<file path="src/hw/rtl/lds_pkg.sv">
package lds_pkg;

  localparam int MAX_WIDTH  = 1024;
  localparam int COL_W      = $clog2(MAX_WIDTH);
  localparam int WID_W      = COL_W + 1;
  localparam int ROW_W      = 16;
  localparam int CH_W       = 8;
  localparam int OUT_W      = 11;
  localparam int FACT_W     = 9;
  localparam int CFG_IDX_W  = 2;
  localparam int CFG_DATA_W = 16;
  localparam int FIFO_DEPTH = 4;
  localparam int FIFO_PTR_W = $clog2(FIFO_DEPTH);
  localparam int FIFO_CNT_W = FIFO_PTR_W + 1;

  localparam logic [WID_W-1:0]  WIDTH_RESET  = WID_W'(1024);
  localparam logic [ROW_W-1:0]  HEIGHT_RESET = ROW_W'(1024);
  localparam logic [FACT_W-1:0] FACTOR_RESET = FACT_W'(64);
  localparam logic [FACT_W-1:0] FACTOR_ONE   = FACT_W'(256);

  typedef enum logic [CFG_IDX_W-1:0] {
    CFG_WIDTH  = 2'd0,
    CFG_HEIGHT = 2'd1,
    CFG_FACTOR = 2'd2
  } cfg_idx_t;

  // index 0 red, 1 green, 2 blue
  typedef logic [2:0][CH_W-1:0] pix_t;

  typedef struct packed {
    logic signed [OUT_W-1:0] red;
    logic signed [OUT_W-1:0] green;
    logic signed [OUT_W-1:0] blue;
    logic [ROW_W-1:0]        row;
    logic [COL_W-1:0]        col;
    logic                    last;
  } res_t;

  typedef struct packed {
    pix_t              cur;
    logic [ROW_W-1:0]  row;
    logic [COL_W-1:0]  col;
    logic [FACT_W-1:0] factor;
    logic              has_prev;
    logic              last_row;
    logic              last_col;
    logic              interior;
  } stage_t;

endpackage

</file>
<file path="src/hw/rtl/lds_diffuse.sv">
module lds_diffuse (
  input  logic [lds_pkg::CH_W-1:0]          ctr,
  input  logic [lds_pkg::CH_W-1:0]          left,
  input  logic [lds_pkg::CH_W-1:0]          right,
  input  logic [lds_pkg::CH_W-1:0]          up,
  input  logic [lds_pkg::CH_W-1:0]          down,
  input  logic [lds_pkg::FACT_W-1:0]        factor,
  output logic signed [lds_pkg::OUT_W-1:0]  result
);
  import lds_pkg::*;

  logic [CH_W+1:0]        sum4;
  logic signed [CH_W+3:0] lap;
  logic signed [FACT_W:0] fac_s;
  logic signed [CH_W+FACT_W+4:0] prod;
  logic signed [CH_W+FACT_W-4:0] quo;
  logic signed [CH_W+FACT_W-4:0] val;

  always_comb begin
    sum4  = {2'b00, left} + {2'b00, right} + {2'b00, up} + {2'b00, down};
    lap   = $signed({2'b00, sum4}) - $signed({2'b00, ctr, 2'b00});
    fac_s = $signed({1'b0, factor});
    prod  = fac_s * lap;
    // arithmetic shift: floor division by 256
    quo   = prod[CH_W+FACT_W+4:CH_W];
    val   = quo + $signed({{(FACT_W-3){1'b0}}, ctr});
    if (val > $signed((CH_W+FACT_W-3)'(255))) begin
      result = OUT_W'(255);
    end else begin
      result = val[OUT_W-1:0];
    end
  end

endmodule

</file>
<file path="config.mk">
export PLATFORM = sky130hd
export DESIGN_NAME = lds_diffuse
export DESIGN_NICKNAME = d
export VERILOG_FILES = /design/src/hw/rtl/lds_pkg.sv /design/src/hw/rtl/lds_diffuse.sv
export SDC_FILE = /design/constraint.sdc
export NUM_CORES = 1
export LEC_CHECK = 0
export BUFFER_PORTS_ARGS = -buffer_cell sky130_fd_sc_hd__buf_2
export CAP_MARGIN = 15
export CORE_MARGIN = 2
export CORE_UTILIZATION = 65
export DETAILED_ROUTE_END_ITERATION = 16
export PLACE_DENSITY = 0.95
export SETUP_SLACK_MARGIN = 0.02
export SLEW_MARGIN = 0
export SYNTH_ARGS = -nofsm -noshare
export SYNTH_HDL_FRONTEND = slang
export SYNTH_SLANG_ARGS = --single-unit
</file>
<file path="constraint.sdc">
create_clock -name vclk -period 16.5
set_clock_uncertainty 0.1 [all_clocks]
set_input_delay 1.65 -clock vclk [all_inputs]
set_output_delay 1.65 -clock vclk [all_outputs]
set_load 0.005 [all_outputs]
</file>
==> flow_metrics.py <==
metrics = {
    "timing": {
        "relSlewSlack_pct": 47.7,
        "fin_ws_ps": 2750,
        "final-max-slew-violation-count": 0,
        "setup_viol": 0,
        "hold_viol_final": 0,
        "finalCritPeriodShare_pct": 83.3,
        "timing.fmax_mhz": 72.7,
        "worst_slew_pin_slew_ps": 779,
        "finalSetupTns_ps": 0,
        "grt_setup_unrepaired": "false",
        "post-route-min-period_ps": 13750,
    },
    "synth": {
        "yosys.area.top_type": "fa_1",
        "yosysMostFrequentCell": "inv_1",
        "yosysWarnings": 0,
        "synth_cells": 636,
        "syn-mean-instance-area_um2": 8.80,
        "seq_area_frac_synth_pct": 0,
        "synth_top_area_share_pct": 37.2,
        "syn_area_mm2": 0.00560,
        "netlist_top_cells_area": "fa_1 37%, ha_1 16%, inv_1 10%",
        "synthTopCellsByCount": "155 x inv_1, 104 x fa_1, 73 x ha_1",
        "yosysUniqueCellTypes": 67,
        "syn-num-nets": 862,
    },
    "worst_hold_path": {
        "hold_class": "input pin to primary output",
    },
    "critical_path": {
        "max_stage_delay_ps": 580,
        "critPathCaptureType": "primary output",
        "arrival_ps": 12000,
        "crit_path_end": "result[7]",
        "cpMaxStageDelayCell": "a2111oi_2",
        "crit_start": "ctr[1]",
        "worst-path-max-fanout": 9,
        "required_ps": 14750,
        "crit_type": "input pin to primary output",
        "cp_common_cell": "fa_1",
        "crit_path_start_kind": "input pin",
    },
    "cells_and_area": {
        "diodes": 0,
        "areaGrowthSynthToFinish_pct": 6.78,
        "nClkBuffers": 0,
        "drive_above_1_share_pct": 13.9,
        "n_fill_cell": 583,
        "multi_input_area_mm2": 0.00496,
        "seq_cells": 0,
        "register_area_um2": 0,
        "nets": 913,
    },
    "clock_network": {
        "cts_setup_buffers": 0,
        "ctsHoldBuffers": 0,
        "cts_resized": 0,
    },
    "floorplan": {
        "core_mm2": 0.00830,
        "ioPinCount": 60,
        "die_w_um": 96.8,
        "initial_utilization_pct": 67.4,
        "die_area_mm2": 0.00937,
        "rows": 33,
        "die_y_um": 96.8,
    },
    "placement": {
        "gp_congestion": 0.954,
        "place_ws_ps": 2950,
        "port_buffers": 60,
        "hpwlAfterDp_mm": 11.0,
    },
    "drt": {
        "dr.pass1.iters": 5,
        "vias": 4573,
        "drc": 0,
        "vias_per_cell": 5.79,
        "drtAntennaViolNets": 0,
        "wl_per_cell_um": 15.6,
        "drtIter0Drc": 195,
        "wl_mm": 12.4,
    },
    "global_routing": {
        "grt_first_pass_wirelength_mm": 22.3,
        "gr-total-overflow": 0,
        "grt_pass1_vias": 5022,
        "grtUsageTotal_pct": 28.2,
        "antenna_found_initial": 0,
        "grt_start_max_net_pins": 13,
    },
    "outcome": {
        "outcome": "finished, final reports clean",
    },
    "run": {
        "timing.max_cap.violations": 0,
    },
}
-- cell families after synthesis --
group           count (synthesis)  share of synthesized area, %
fa+ha+maj                     178                          53.7
xor+xnor                       30                          5.28
mux                             3                         0.626
compound gates                 80                          12.0
buf+inv                       166                          11.3
simple gates                  179                          17.1
-- layout make-up --
cell class,instances,area share (%)
Multi-Input combinational cell,470,83.0
Inverter,155,9.74
Timing Repair Buffer,60,5.03
Tap cell,105,2.20
-- routing by layer --
layer  part of all wire [%]  track usage [%]  vias up  wire length [um]
met4                    2.7             8.34        0               331
met1                     36             33.7     2267              4510
met3                    4.9             1.30       32               608
li1                       -                -     2104                 -
met2                     56             54.4      170              6910
met5                      0                0        -                 0
-- worst min-delay path by stage --
stage | end | depth (start not counted) | startpoint
2_1_floorplan | result[0] | 2 | ctr[0]
3_3_place_gp | result[0] | 4 | ctr[0]
3_5_place_dp | result[0] | 4 | ctr[0]
4_1_cts | result[0] | 4 | ctr[0]
5_1_grt | result[0] | 4 | ctr[0]
6_report | result[0] | 4 | ctr[0]
-- stage by stage --
stage | instance area, um2 | std cells | utilization (%) | hold slack [ps]
after detailed placement | 5970 | 790 | 72.0 | 3700
after CTS | 5970 | 790 | 72.0 | 3700
after floorplan | 5600 | 636 | - | 3390
after global routing | 5970 | 790 | 72.0 | 3720
after global placement | 5970 | 790 | 72.0 | 3680
final | 5970 | 790 | 72.0 | 3700
-- cells in the final DEF, fill, tap and decap left out, types with 3 or more instances in the layout --
cell type  Yosys  final
xnor2_1       15     15
fa_1         104    104
nor2_1        23     23
inv_1        155    155
nand4_1        5      5
nor3_1        10     10
a21oi_1       15     15
nand3_1       16     16
a211oi_1       4      4
nand2b_1       4      4
xor2_1        12     12
nor2b_1        9      9
o22ai_2        4      4
o21ai_2        5      5
nand2_1       42     42
and3_1         5      5
o21bai_1       4      4
buf_2          0     60
ha_1          73     73
or3_1          3      3
o21a_1         7      7
and2_1        49     49
a21o_1         6      6
a31oi_1        3      3
o21ai_0        6      6
-- worst max-delay path, delay by kind of cell --
kind            cells  cell delay, ps
simple gates        7            1140
fa+ha+maj          11            4910
buf+inv             8             560
compound gates     13            3540
xor+xnor            1             130
Power is left out: the tool's default activity adds up to more than one toggle a clock period on the data nets, which glitch-free logic cannot reach.
