### src/hw/rtl/lds_pkg.sv
package lds_pkg;

  localparam int MAX_WIDTH  = 1024;
  localparam int COL_W      = $clog2(MAX_WIDTH);
  localparam int WID_W      = COL_W + 1;
  localparam int ROW_W      = 16;
  localparam int CH_W       = 8;
  localparam int OUT_W      = 11;
  localparam int FACT_W     = 9;
  localparam int CFG_IDX_W  = 2;
  localparam int CFG_DATA_W = 16;
  localparam int FIFO_DEPTH = 4;
  localparam int FIFO_PTR_W = $clog2(FIFO_DEPTH);
  localparam int FIFO_CNT_W = FIFO_PTR_W + 1;

  localparam logic [WID_W-1:0]  WIDTH_RESET  = WID_W'(1024);
  localparam logic [ROW_W-1:0]  HEIGHT_RESET = ROW_W'(1024);
  localparam logic [FACT_W-1:0] FACTOR_RESET = FACT_W'(64);
  localparam logic [FACT_W-1:0] FACTOR_ONE   = FACT_W'(256);

  typedef enum logic [CFG_IDX_W-1:0] {
    CFG_WIDTH  = 2'd0,
    CFG_HEIGHT = 2'd1,
    CFG_FACTOR = 2'd2
  } cfg_idx_t;

  // index 0 red, 1 green, 2 blue
  typedef logic [2:0][CH_W-1:0] pix_t;

  typedef struct packed {
    logic signed [OUT_W-1:0] red;
    logic signed [OUT_W-1:0] green;
    logic signed [OUT_W-1:0] blue;
    logic [ROW_W-1:0]        row;
    logic [COL_W-1:0]        col;
    logic                    last;
  } res_t;

  typedef struct packed {
    pix_t              cur;
    logic [ROW_W-1:0]  row;
    logic [COL_W-1:0]  col;
    logic [FACT_W-1:0] factor;
    logic              has_prev;
    logic              last_row;
    logic              last_col;
    logic              interior;
  } stage_t;

endpackage

### src/hw/rtl/lds_res_fifo.sv
module lds_res_fifo (
  input  logic          clk,
  input  logic          rst_n,
  input  logic          push_a_valid,
  input  lds_pkg::res_t push_a,
  input  logic          push_b_valid,
  input  lds_pkg::res_t push_b,
  output logic          space_ok,
  output logic          pop_valid,
  input  logic          pop_ready,
  output lds_pkg::res_t pop_data
);
  import lds_pkg::*;

  res_t                  mem [FIFO_DEPTH];
  logic [FIFO_PTR_W-1:0] wr_ptr_r, wr_ptr_nxt;
  logic [FIFO_PTR_W-1:0] rd_ptr_r, rd_ptr_nxt;
  logic [FIFO_CNT_W-1:0] cnt_r, cnt_nxt;
  logic                  pop;
  logic [FIFO_CNT_W-1:0] n_push;
  res_t                  first;

  always_comb begin
    pop        = pop_valid && pop_ready;
    n_push     = FIFO_CNT_W'(push_a_valid) + FIFO_CNT_W'(push_b_valid);
    first      = push_a_valid ? push_a : push_b;
    space_ok   = (cnt_r - FIFO_CNT_W'(pop)) <= FIFO_CNT_W'(FIFO_DEPTH - 2);
    wr_ptr_nxt = wr_ptr_r + n_push[FIFO_PTR_W-1:0];
    rd_ptr_nxt = rd_ptr_r + FIFO_PTR_W'(pop);
    cnt_nxt    = cnt_r + n_push - FIFO_CNT_W'(pop);
    pop_valid  = cnt_r != '0;
    pop_data   = mem[rd_ptr_r];
  end

  always_ff @(posedge clk) begin
    if (!rst_n) begin
      wr_ptr_r <= '0;
      rd_ptr_r <= '0;
      cnt_r    <= '0;
    end else begin
      wr_ptr_r <= wr_ptr_nxt;
      rd_ptr_r <= rd_ptr_nxt;
      cnt_r    <= cnt_nxt;
    end
  end

  always_ff @(posedge clk) begin
    if (push_a_valid || push_b_valid) begin
      mem[wr_ptr_r] <= first;
    end
    if (push_a_valid && push_b_valid) begin
      mem[wr_ptr_r + FIFO_PTR_W'(1)] <= push_b;
    end
  end

endmodule

### config.mk
export PLATFORM = sky130hd
export DESIGN_NAME = lds_res_fifo
export DESIGN_NICKNAME = d
export VERILOG_FILES = /design/src/hw/rtl/lds_pkg.sv /design/src/hw/rtl/lds_res_fifo.sv
export SDC_FILE = /design/constraint.sdc
export NUM_CORES = 1
export LEC_CHECK = 0
export ABC_AREA = 1
export BUFFER_PORTS_ARGS = -buffer_cell sky130_fd_sc_hd__buf_2
export CORE_MARGIN = 3
export CORE_UTILIZATION = 24
export CTS_BUF_LIST = sky130_fd_sc_hd__clkbuf_8
export DETAILED_ROUTE_END_ITERATION = 16
export PLACE_DENSITY_LB_ADDON = 0.2
export SLEW_MARGIN = 20
export SYNTH_ARGS = -nofsm -noshare
export SYNTH_HDL_FRONTEND = slang
export SYNTH_SLANG_ARGS = --single-unit
### constraint.sdc
create_clock -name clk -period 15.67 [get_ports clk]
set_clock_uncertainty 0.15 [all_clocks]
set_input_delay 0.7835 -clock clk [delete_from_list [all_inputs] [get_ports clk]]
set_output_delay 0.7835 -clock clk [all_outputs]
set_load 0.01 [all_outputs]
==> results of run 1 <==
[final cells by class]
| class | instances | area, um^2 | share of cell area, % |
|---|---|---|---|
| multi-input combinational | 946 | 4460 | 30.0 |
| clock inverter | 34 | 158 | 1.06 |
| tap | 680 | 851 | 5.73 |
| antenna | 1 | 2.50 | 0.0168 |
| clock buffer | 49 | 674 | 4.54 |
| sequential | 247 | 7350 | 49.5 |
| timing repair buffer | 203 | 1060 | 7.17 |
| inverter | 77 | 292 | 1.96 |
[stage by stage]
stage / setup slack (ps) / cells / hold slack, ps / power (uW) / instance area (um^2)
after floorplan: 9090 / 1374 / 386 / 1220 / 12800
after global placement: 11740 / 2153 / 401 / 1450 / 14000
after detailed placement: 11710 / 2153 / 406 / 1450 / 14000
after CTS: 11470 / 2236 / 254 / 2050 / 14900
after global routing: 11380 / 2236 / 283 / 2140 / 14900
final: 11640 / 2237 / 318 / 2010 / 14900
[worst min path at each step]
stage / endpoint / slack (ps) / cells past startpoint
2_1_floorplan: cnt_r[0] / 390 / 3
3_3_place_gp: cnt_r[0] / 400 / 3
3_5_place_dp: cnt_r[0] / 410 / 3
4_1_cts: cnt_r[0] / 250 / 3
5_1_grt: cnt_r[0] / 280 / 3
6_report: cnt_r[0] / 320 / 3
[cell families after synthesis]
kind of cell / synth area share, %
fa+ha+maj: 0.745
buf+inv: 8.16
xor+xnor: 0.274
compound gates: 19.9
flops: 57.5
simple gates: 13.4
[critical path: cells and delay by family (launching register included)]
kind / cells / cell delay [ps]
AOI/OAI and AO/OA: 2 / 470
buffers and inverters: 3 / 1490
DFF: 1 / 490
[power by group]
| group | total (uW) | leakage (uW) | switching (uW) | internal, uW |
|---|---|---|---|---|
| clock network | 584 | 0.000485 | 281 | 303 |
| registers | 863 | 0.00233 | 32.7 | 830 |
| logic | 562 | 0.00319 | 392 | 170 |
| total | 2010 | 0.00600 | 705 | 1300 |
[routing by layer]
metal  wire length [um]  GRT usage, %
met1              19500          20.2
met2              18500          23.0
met3               2330          3.13
met4                716          3.45
met5                 17             0
[state kept, by name, indices dropped and copies added (netlist names)]
name,flops
cnt_r,3
mem,240
rd_ptr_r,2
wr_ptr_r,2
[placed cells by master, fill, tap and decap left out, types with 3 or more instances in the layout]
| master | n |
|---|---|
| o21ai_0 | 248 |
| dfxtp_1 | 5 |
| nand2_1 | 312 |
| buf_4 | 17 |
| clkbuf_8 | 49 |
| edfxtp_1 | 240 |
| o21ai_1 | 170 |
| clkinv_2 | 3 |
| nor2_1 | 125 |
| clkinv_1 | 14 |
| o22ai_1 | 60 |
| inv_1 | 89 |
| a21oi_1 | 4 |
| buf_2 | 185 |
| ha_1 | 6 |
| nand3_4 | 4 |
| o31ai_4 | 4 |
| inv_2 | 3 |
==> flow_summary_export.csv, run 1 <==
group,metric,value,unit
outcome,outcome,"finished clean",
worst_hold_path,min_from,"rst_n",
yosys,synth_area_leaders,"edfxtp_1 56%, o21ai_0 9.7%, nand2_1 9.2%",
sta,fin_crit_sh,25.7,%
yosys,syn_avg_cell_area,9.29,um^2
floorplan,die_h,237,um
sta,tightest_slew,1090,ps
worst_setup_path,critPathKind,"reg2out",
yosys,ys.flop_type,"edfxtp_1",
worst_setup_path,required,14740,ps
worst_hold_path,hold_class,"in2reg",
route,ant_nets,0,
yosys,ys_seq_elements,247,
route,vias,10355,
worst_setup_path,endpoint,"pop_data[23]",
cells_and_area,fillers,5556,
yosys,synth_common_cells,"312 x nand2_1, 248 x o21ai_0, 240 x edfxtp_1, 170 x o21ai_1, 125 x nor2_1",
cts,clk-insertion-delay-late,600,ps
cts,cts_tree,"yes",
yosys,yosysUniqueCellTypes,28,
cts,clkSinkCount,247,
yosys,async_flop_share,0,%
floorplan,initial_core_util,24.6,%
cts,cts_resized,0,
cells_and_area,final_core_util,28.6,%
sta,fin_tns_setup,0,ps
pwr,leakage,0.00600,uW
worst_setup_path,cp-end-kind,"primary output",
global_route,grt_use_total,14.5,%
pwr,power_density,135,nW/um^2
sta,rsz0062_at_grt,"false",
route,wl,41000,um
sta,fmax,248,MHz
yosys,syn_area,12800,um^2
cts,hold_buffers,0,
worst_setup_path,crit_path_start_kind,"flop",
floorplan,dieArea,56000,um^2
route,wl_per_cell,18.3,um
worst_setup_path,rr_worst_depth,5,
global_route,grt_pass1_wl,62700,um
cts,h-tree-depth,2,
sta,slew_headroom,27.1,%
sta,hold_viol,0,
yosys,synth_largest_area_cell,"edfxtp_1",
global_route,antenna_found_initial,2,
floorplan,std_cell_rows,83,
worst_setup_path,crit_chain,"inv_4 -> buf_4 -> o21ai_0 -> o22ai_1 -> buf_2",
yosys,yosysMostFrequentCell,"nand2_1",
sta,period_needed,4030,ps
worst_setup_path,critPathMaxFanout,65,
sta,finalMaxSlewViolations,0,
sta,finalSetupViolCount,0,
cells_and_area,layout.nets,1654,
route,dr.pass1.iters,5,
cts,cts.path.max_buffers,3,
worst_setup_path,cp.arrival,3090,ps
floorplan,fp.coreArea,51900,um^2
route,drt_iter0_drc,764,
cells_and_area,synthToLayoutAreaGrowth,16.4,%
yosys,yosysSeqAreaShare,57.5,%
worst_setup_path,rr_endpoint,"mem[3][41]",
global_route,first_global_vias,10254,
cts,post-cts-setup-buffer-count,0,
worst_setup_path,critPathSlowestCell,"buf_4",
route,vias_per_cell,4.63,
yosys,yosys.area.top_type_share,56.4,%
yosys,synth_fp_nets,1506,
yosys,synth_edf_count,240,
pwr,peakVddDrop,0.0451,mV
global_route,overflow,0,
cells_and_area,layout-drive-gt1-share,17.5,%
flow_run,cap_violations,0,
cts,clkTransAtPathRegs,50,ps
route,remaining_drc_errors,0,
worst_setup_path,timing.rr.start,"wr_ptr_r[0]",
cts,cts-root-buf,"clkbuf_8",
global_route,grt_max_degree,103,
placement,portBuffers,186,
floorplan,die_w,237,um
worst_setup_path,ff2ff_setup_slack,12730,ps
worst_setup_path,crit_path_start,"rd_ptr_r[0]",
yosys,yosys_warnings,0,
floorplan,ioPinCount,187,
placement,place.gp.congestion,0.729,
yosys,synth_cells,1374,
cts,cts_inserted_buffers,47,
worst_setup_path,worst_path_largest_cell_delay,650,ps
placement,dpl.hpwl,25000,um
(Power assumes the default switching activity.)
==> run 2, diff against run 1 <==
==> constraint.sdc (replaced) <==
create_clock -name clk -period 4.2 [get_ports clk]
set_clock_uncertainty 0.15 [all_clocks]
set_input_delay 0.21 -clock clk [delete_from_list [all_inputs] [get_ports clk]]
set_output_delay 0.21 -clock clk [all_outputs]
set_load 0.01 [all_outputs]
==> run 2 against run 1 <==
Die area did not move. Routed wire length rose by 3.3%. Sequential cell count did not move. Global-route usage rose by 0.51 points. Sequential power rose to 3.7 times the previous value. Power rose to 3.9 times the previous value. Clock power rose to 3.9 times the previous value. Largest cell class unchanged.
==> flow_summary_export.csv, run 2 (synthesis results as in run 1) <==
group,metric,value,unit
route,wl_per_cell,17.6,um
cts,clk-insertion-delay-late,620,ps
global_route,grt_pass1_wl,65300,um
route,remaining_drc_errors,0,
cells_and_area,largest_register_ffs,240,
placement,dpl.hpwl,24100,um
worst_setup_path,critPathMaxFanout,96,
cells_and_area,diodes,0,
global_route,grt_max_degree,97,
worst_setup_path,cp-end-kind,"primary output",
cts,cts.path.max_buffers,3,
worst_setup_path,rr_endpoint,"mem[2][45]",
route,ant_nets,0,
placement,place_ws,1380,ps
cts,cts_tree,"yes",
route,vias,11102,
sta,holdWs,52.0,ps
sta,period_needed,3320,ps
route,drt_iter0_drc,568,
sta,rsz0062_at_grt,"false",
placement,place.gp.congestion,0.719,
sta,hold_viol,0,
floorplan,std_cell_rows,83,
outcome,outcome,"finished clean",
cts,cts-root-buf,"clkbuf_8",
placement,dpl_cell_area,14100,um^2
floorplan,initial_core_util,24.6,%
cells_and_area,layout.nets,1832,
floorplan,ioPinCount,187,
cts,cts_inserted_buffers,47,
cts,hold_buffers,174,
cells_and_area,top_register,"mem",
placement,portBuffers,186,
worst_hold_path,hold_class,"in2reg",
worst_setup_path,rr_worst_depth,5,
cts,h-tree-depth,2,
route,dr.pass1.iters,5,
global_route,first_global_vias,11225,
floorplan,die_w,237,um
sta,tightest_slew,1010,ps
pwr,power_density,464,nW/um^2
cts,post-cts-setup-buffer-count,0,
cells_and_area,final_area,16700,um^2
global_route,antenna_found_initial,2,
worst_setup_path,ff2ff_setup_slack,1290,ps
sta,slew_headroom,32.4,%
cells_and_area,reg_top3,"mem: 240 flops, cnt_r: 3 flops",
worst_setup_path,critPathKind,"reg2out",
cells_and_area,fillers,5481,
cells_and_area,final_common_cell,"nand2_1",
sta,fmax,301,MHz
worst_setup_path,crit_path_start,"rd_ptr_r[0]",
placement,dp.cells,2157,
route,vias_per_cell,4.59,
sta,finalSetupViolCount,0,
pwr,leakage,0.00678,uW
worst_setup_path,timing.rr.start,"wr_ptr_r[1]",
flow_run,cap_violations,0,
route,wl,42400,um
pwr,peakVddDrop,0.180,mV
sta,finalWorstSetupSlack,881,ps
sta,fin_crit_sh,79.0,%
global_route,overflow,0,
sta,finalMaxSlewViolations,0,
cts,clkTransAtPathRegs,60,ps
worst_setup_path,crit_path_start_kind,"flop",
cells_and_area,synthToLayoutAreaGrowth,30.8,%
floorplan,die_h,237,um
global_route,grt_use_total,15.0,%
cts,clkSinkCount,247,
cts,cts_resized,0,
worst_setup_path,cp.arrival,2960,ps
cells_and_area,mostFrequentLayoutCells,"312 x nand2_1, 248 x o21ai_0, 240 x edfxtp_1, 185 x buf_2, 174 x dlygate4sd3_1",
floorplan,fp.coreArea,51900,um^2
cells_and_area,layout-drive-gt1-share,16.5,%
sta,fin_tns_setup,0,ps
worst_setup_path,endpoint,"pop_data[45]",
worst_setup_path,required,3840,ps
floorplan,dieArea,56000,um^2
cells_and_area,stdcell_count,2417,
## run 2: worst min path at each step
stage / from / end / slack, ps / cells past startpoint
finish: push_a[51] / mem[1][51] / 50 / 5
global route: push_a[27] / mem[0][27] / 40 / 5
CTS: push_a[27] / mem[3][27] / 0.3 / 5
floorplan: rst_n / cnt_r[0] / 150 / 2
global placement: rst_n / cnt_r[0] / 340 / 3
detailed placement: rst_n / wr_ptr_r[0] / 340 / 3
## run 2: metal layers
layer  share of wire, %  GRT usage, %  routed length [um]
met5              0.050             0                  21
met4                2.2          4.38                 937
met3                4.9          3.06                2080
met2                 46          24.8               19600
met1                 47          19.8               19800
## run 2: area by class of cell
class / count / area (um^2) / share of cell area, %
clock buffer: 48 / 661 / 3.96
clock inverter: 38 / 221 / 1.33
inverter: 77 / 292 / 1.75
multi-input combinational: 946 / 4460 / 26.7
sequential: 247 / 7350 / 44.0
tap: 680 / 851 / 5.10
timing repair buffer: 381 / 2860 / 17.1
## run 2: metrics by stage
stage	util (%)	power, uW
after floorplan	-	4540
after global placement	27.1	5400
after detailed placement	27.1	5420
after CTS	32.2	7900
after global routing	32.2	8260
final	32.2	7740
## run 2: worst max-delay path, stage by stage, from the launching register on
cell and delay, ps:
dfxtp_4 530, inv_4 810, buf_4 440, nor2_1 70, o22ai_1 240, buf_2 180
## run 2: power by group
group	leakage [uW]	switching (uW)	internal, uW	total (uW)
clock	0.000492	1090	1190	2280
sequential	0.00233	133	3100	3230
combinational	0.00396	1450	786	2240
==> run 3, diff against run 2 <==
==> constraint.sdc (replaced) <==
create_clock -name clk -period 3.2 [get_ports clk]
set_clock_uncertainty 0.15 [all_clocks]
set_input_delay 0.16 -clock clk [delete_from_list [all_inputs] [get_ports clk]]
set_output_delay 0.16 -clock clk [all_outputs]
set_load 0.01 [all_outputs]
==> run 3 against run 2 <==
Sequential power is 30% higher. Critical endpoint is now pop_data[12]. Critical path depth is the same. Sequential cell count did not move. Global-route usage down 0.36 points. Die area stayed put.
==> flow_summary_export.csv, run 3 (synthesis results as in run 1) <==
group,metric,value,unit
cts,clk-insertion-delay-late,600,ps
sta,finalMaxSlewViolations,0,
sta,period_needed,2840,ps
sta,fin_tns_setup,0,ps
worst_setup_path,critPathKind,"reg2out",
route,ant_nets,0,
cells_and_area,diodes,0,
cts,cts_resized,0,
sta,tightest_slew,943,ps
cells_and_area,layout.nets,1838,
worst_hold_path,hold_depth,6,
cells_and_area,synthToLayoutAreaGrowth,31.5,%
worst_setup_path,cp-end-kind,"primary output",
worst_setup_path,rr_endpoint,"mem[1][15]",
sta,finalSetupViolCount,0,
floorplan,initial_core_util,24.6,%
cells_and_area,final_common_cell,"nand2_1",
pwr,p_seq_share,41.9,%
cts,hold_buffers,180,
worst_setup_path,timing.rr.start,"wr_ptr_r[0]",
worst_setup_path,required,2890,ps
global_route,grt_use_total,14.6,%
pwr,fin_total_pwr,10000,uW
cells_and_area,mostFrequentLayoutCells,"312 x nand2_1, 248 x o21ai_0, 240 x edfxtp_1, 185 x buf_2, 180 x dlygate4sd3_1",
worst_setup_path,cp.arrival,2530,ps
route,vias_per_cell,4.55,
cts,cts.path.max_buffers,3,
pwr,switching_share,34.3,%
route,wl,41500,um
pwr,clockPowerShare,28.4,%
floorplan,dieArea,56000,um^2
cts,cts-root-buf,"clkbuf_8",
worst_setup_path,ff2ff_setup_slack,550,ps
floorplan,die_w,237,um
placement,place.gp.congestion,0.717,
worst_setup_path,rr_worst_depth,5,
floorplan,die_h,237,um
sta,fin_crit_sh,88.7,%
pwr,power_frac_comb,29.8,%
route,wl_met1,19900,um
route,wl_per_cell,17.1,um
worst_setup_path,critPathMaxFanout,56,
global_route,grt_pass1_wl,63800,um
sta,fmax,352,MHz
cts,post-cts-setup-buffer-count,0,
cts,cts_inserted_buffers,47,
global_route,grt_max_degree,121,
flow_run,cap_violations,0,
pwr,p_int,6600,uW
global_route,overflow,0,
route,remaining_drc_errors,0,
pwr,switchingPower,3450,uW
cells_and_area,fillers,5477,
cells_and_area,largest_register_ffs,240,
placement,portBuffers,186,
pwr,peakVddDrop,0.237,mV
route,vias,11021,
global_route,first_global_vias,10892,
worst_hold_path,hold_path_end,"wr_ptr_r[0]",
route,route.met3.wl,1860,um
cells_and_area,layout-drive-gt1-share,15.8,%
floorplan,std_cell_rows,83,
route,drt_iter0_drc,618,
worst_hold_path,min_from,"push_b_valid",
route,dr.pass1.iters,5,
route,top_layer_used,"met5",
pwr,leakage,0.00686,uW
sta,slew_headroom,37.1,%
cts,h-tree-depth,2,
worst_setup_path,crit_path_start_kind,"flop",
floorplan,ioPinCount,187,
global_route,antenna_found_initial,1,
outcome,outcome,"finished clean",
cells_and_area,reg_top3,"mem: 240 flops, cnt_r: 3 flops",
sta,hold_viol,0,
worst_hold_path,hold_class,"in2reg",
cells_and_area,top_register,"mem",
floorplan,fp.coreArea,51900,um^2
cts,cts_tree,"yes",
route,wl_met2,18700,um
cts,clkSinkCount,247,
pwr,power_density,598,nW/um^2
cts,clkTransAtPathRegs,60,ps
sta,rsz0062_at_grt,"false",
placement,dpl.hpwl,22400,um
-- run 3: changes by cell type in the layout (fill, tap and decap cells not counted) --
cell,previous run,this run
buf_12,2,8
buf_4,20,14
bufinv_16,2,1
clkinv_1,12,11
clkinv_2,8,1
clkinvlp_4,3,1
dlygate4sd3_1,174,180
inv_1,85,95
-- run 3: area by class of cell --
| cell class | instances | area [um^2] | share of cell area (%) |
|---|---|---|---|
| sequential | 247 | 7350 | 43.8 |
| multi-input combinational | 946 | 4460 | 26.6 |
| timing repair buffer | 387 | 2990 | 17.8 |
| tap | 680 | 851 | 5.07 |
| clock buffer | 48 | 661 | 3.94 |
| inverter | 77 | 292 | 1.74 |
| clock inverter | 37 | 175 | 1.04 |
-- run 3: power by group through the flow --
stage / sequential [uW] / clock (uW) / combinational (uW)
finish: 4200 / 2850 / 2990
detailed placement: 4270 / 0 / 2820
global route: 4240 / 3120 / 3350
CTS: 4210 / 2980 / 3050
floorplan: 4220 / 0 / 1710
global placement: 4270 / 0 / 2810
-- run 3: per-stage QoR --
step	std cells	util (%)	area (um^2)	hold WS [ps]	setup WS [ps]
finish	2422	32.3	16800	74.6	363
global route	2422	32.3	16800	70.3	84.5
detailed placement	2157	27.3	14100	309	888
global placement	2157	27.3	14100	303	867
CTS	2422	32.3	16800	6.22	201
floorplan	1374	-	12800	103	-918
-- run 3: critical path, cell delays in order (launching register included) --
cell and delay (ps):
dfxtp_4 460, inv_4 550, buf_4 410, o21ai_0 120
o22ai_1 190, buf_2 180
-- run 3: per-layer routing --
layer	global-route usage (%)	vias up
met4	4.25	2
li1	-	5502
met5	0	-
met2	23.8	263
met1	19.9	5190
met3	2.74	64
-- run 3: worst max path at each step --
stage / end / start / slack [ps] / depth (start not counted)
after global routing: pop_data[12] / rd_ptr_r[0] / 80 / 5
after global placement: pop_data[40] / rd_ptr_r[0] / 870 / 5
after floorplan: mem[2][0] / push_a_valid / -920 / 5
after detailed placement: pop_data[40] / rd_ptr_r[0] / 890 / 5
after CTS: pop_data[40] / rd_ptr_r[0] / 200 / 5
final: pop_data[12] / rd_ptr_r[0] / 360 / 5
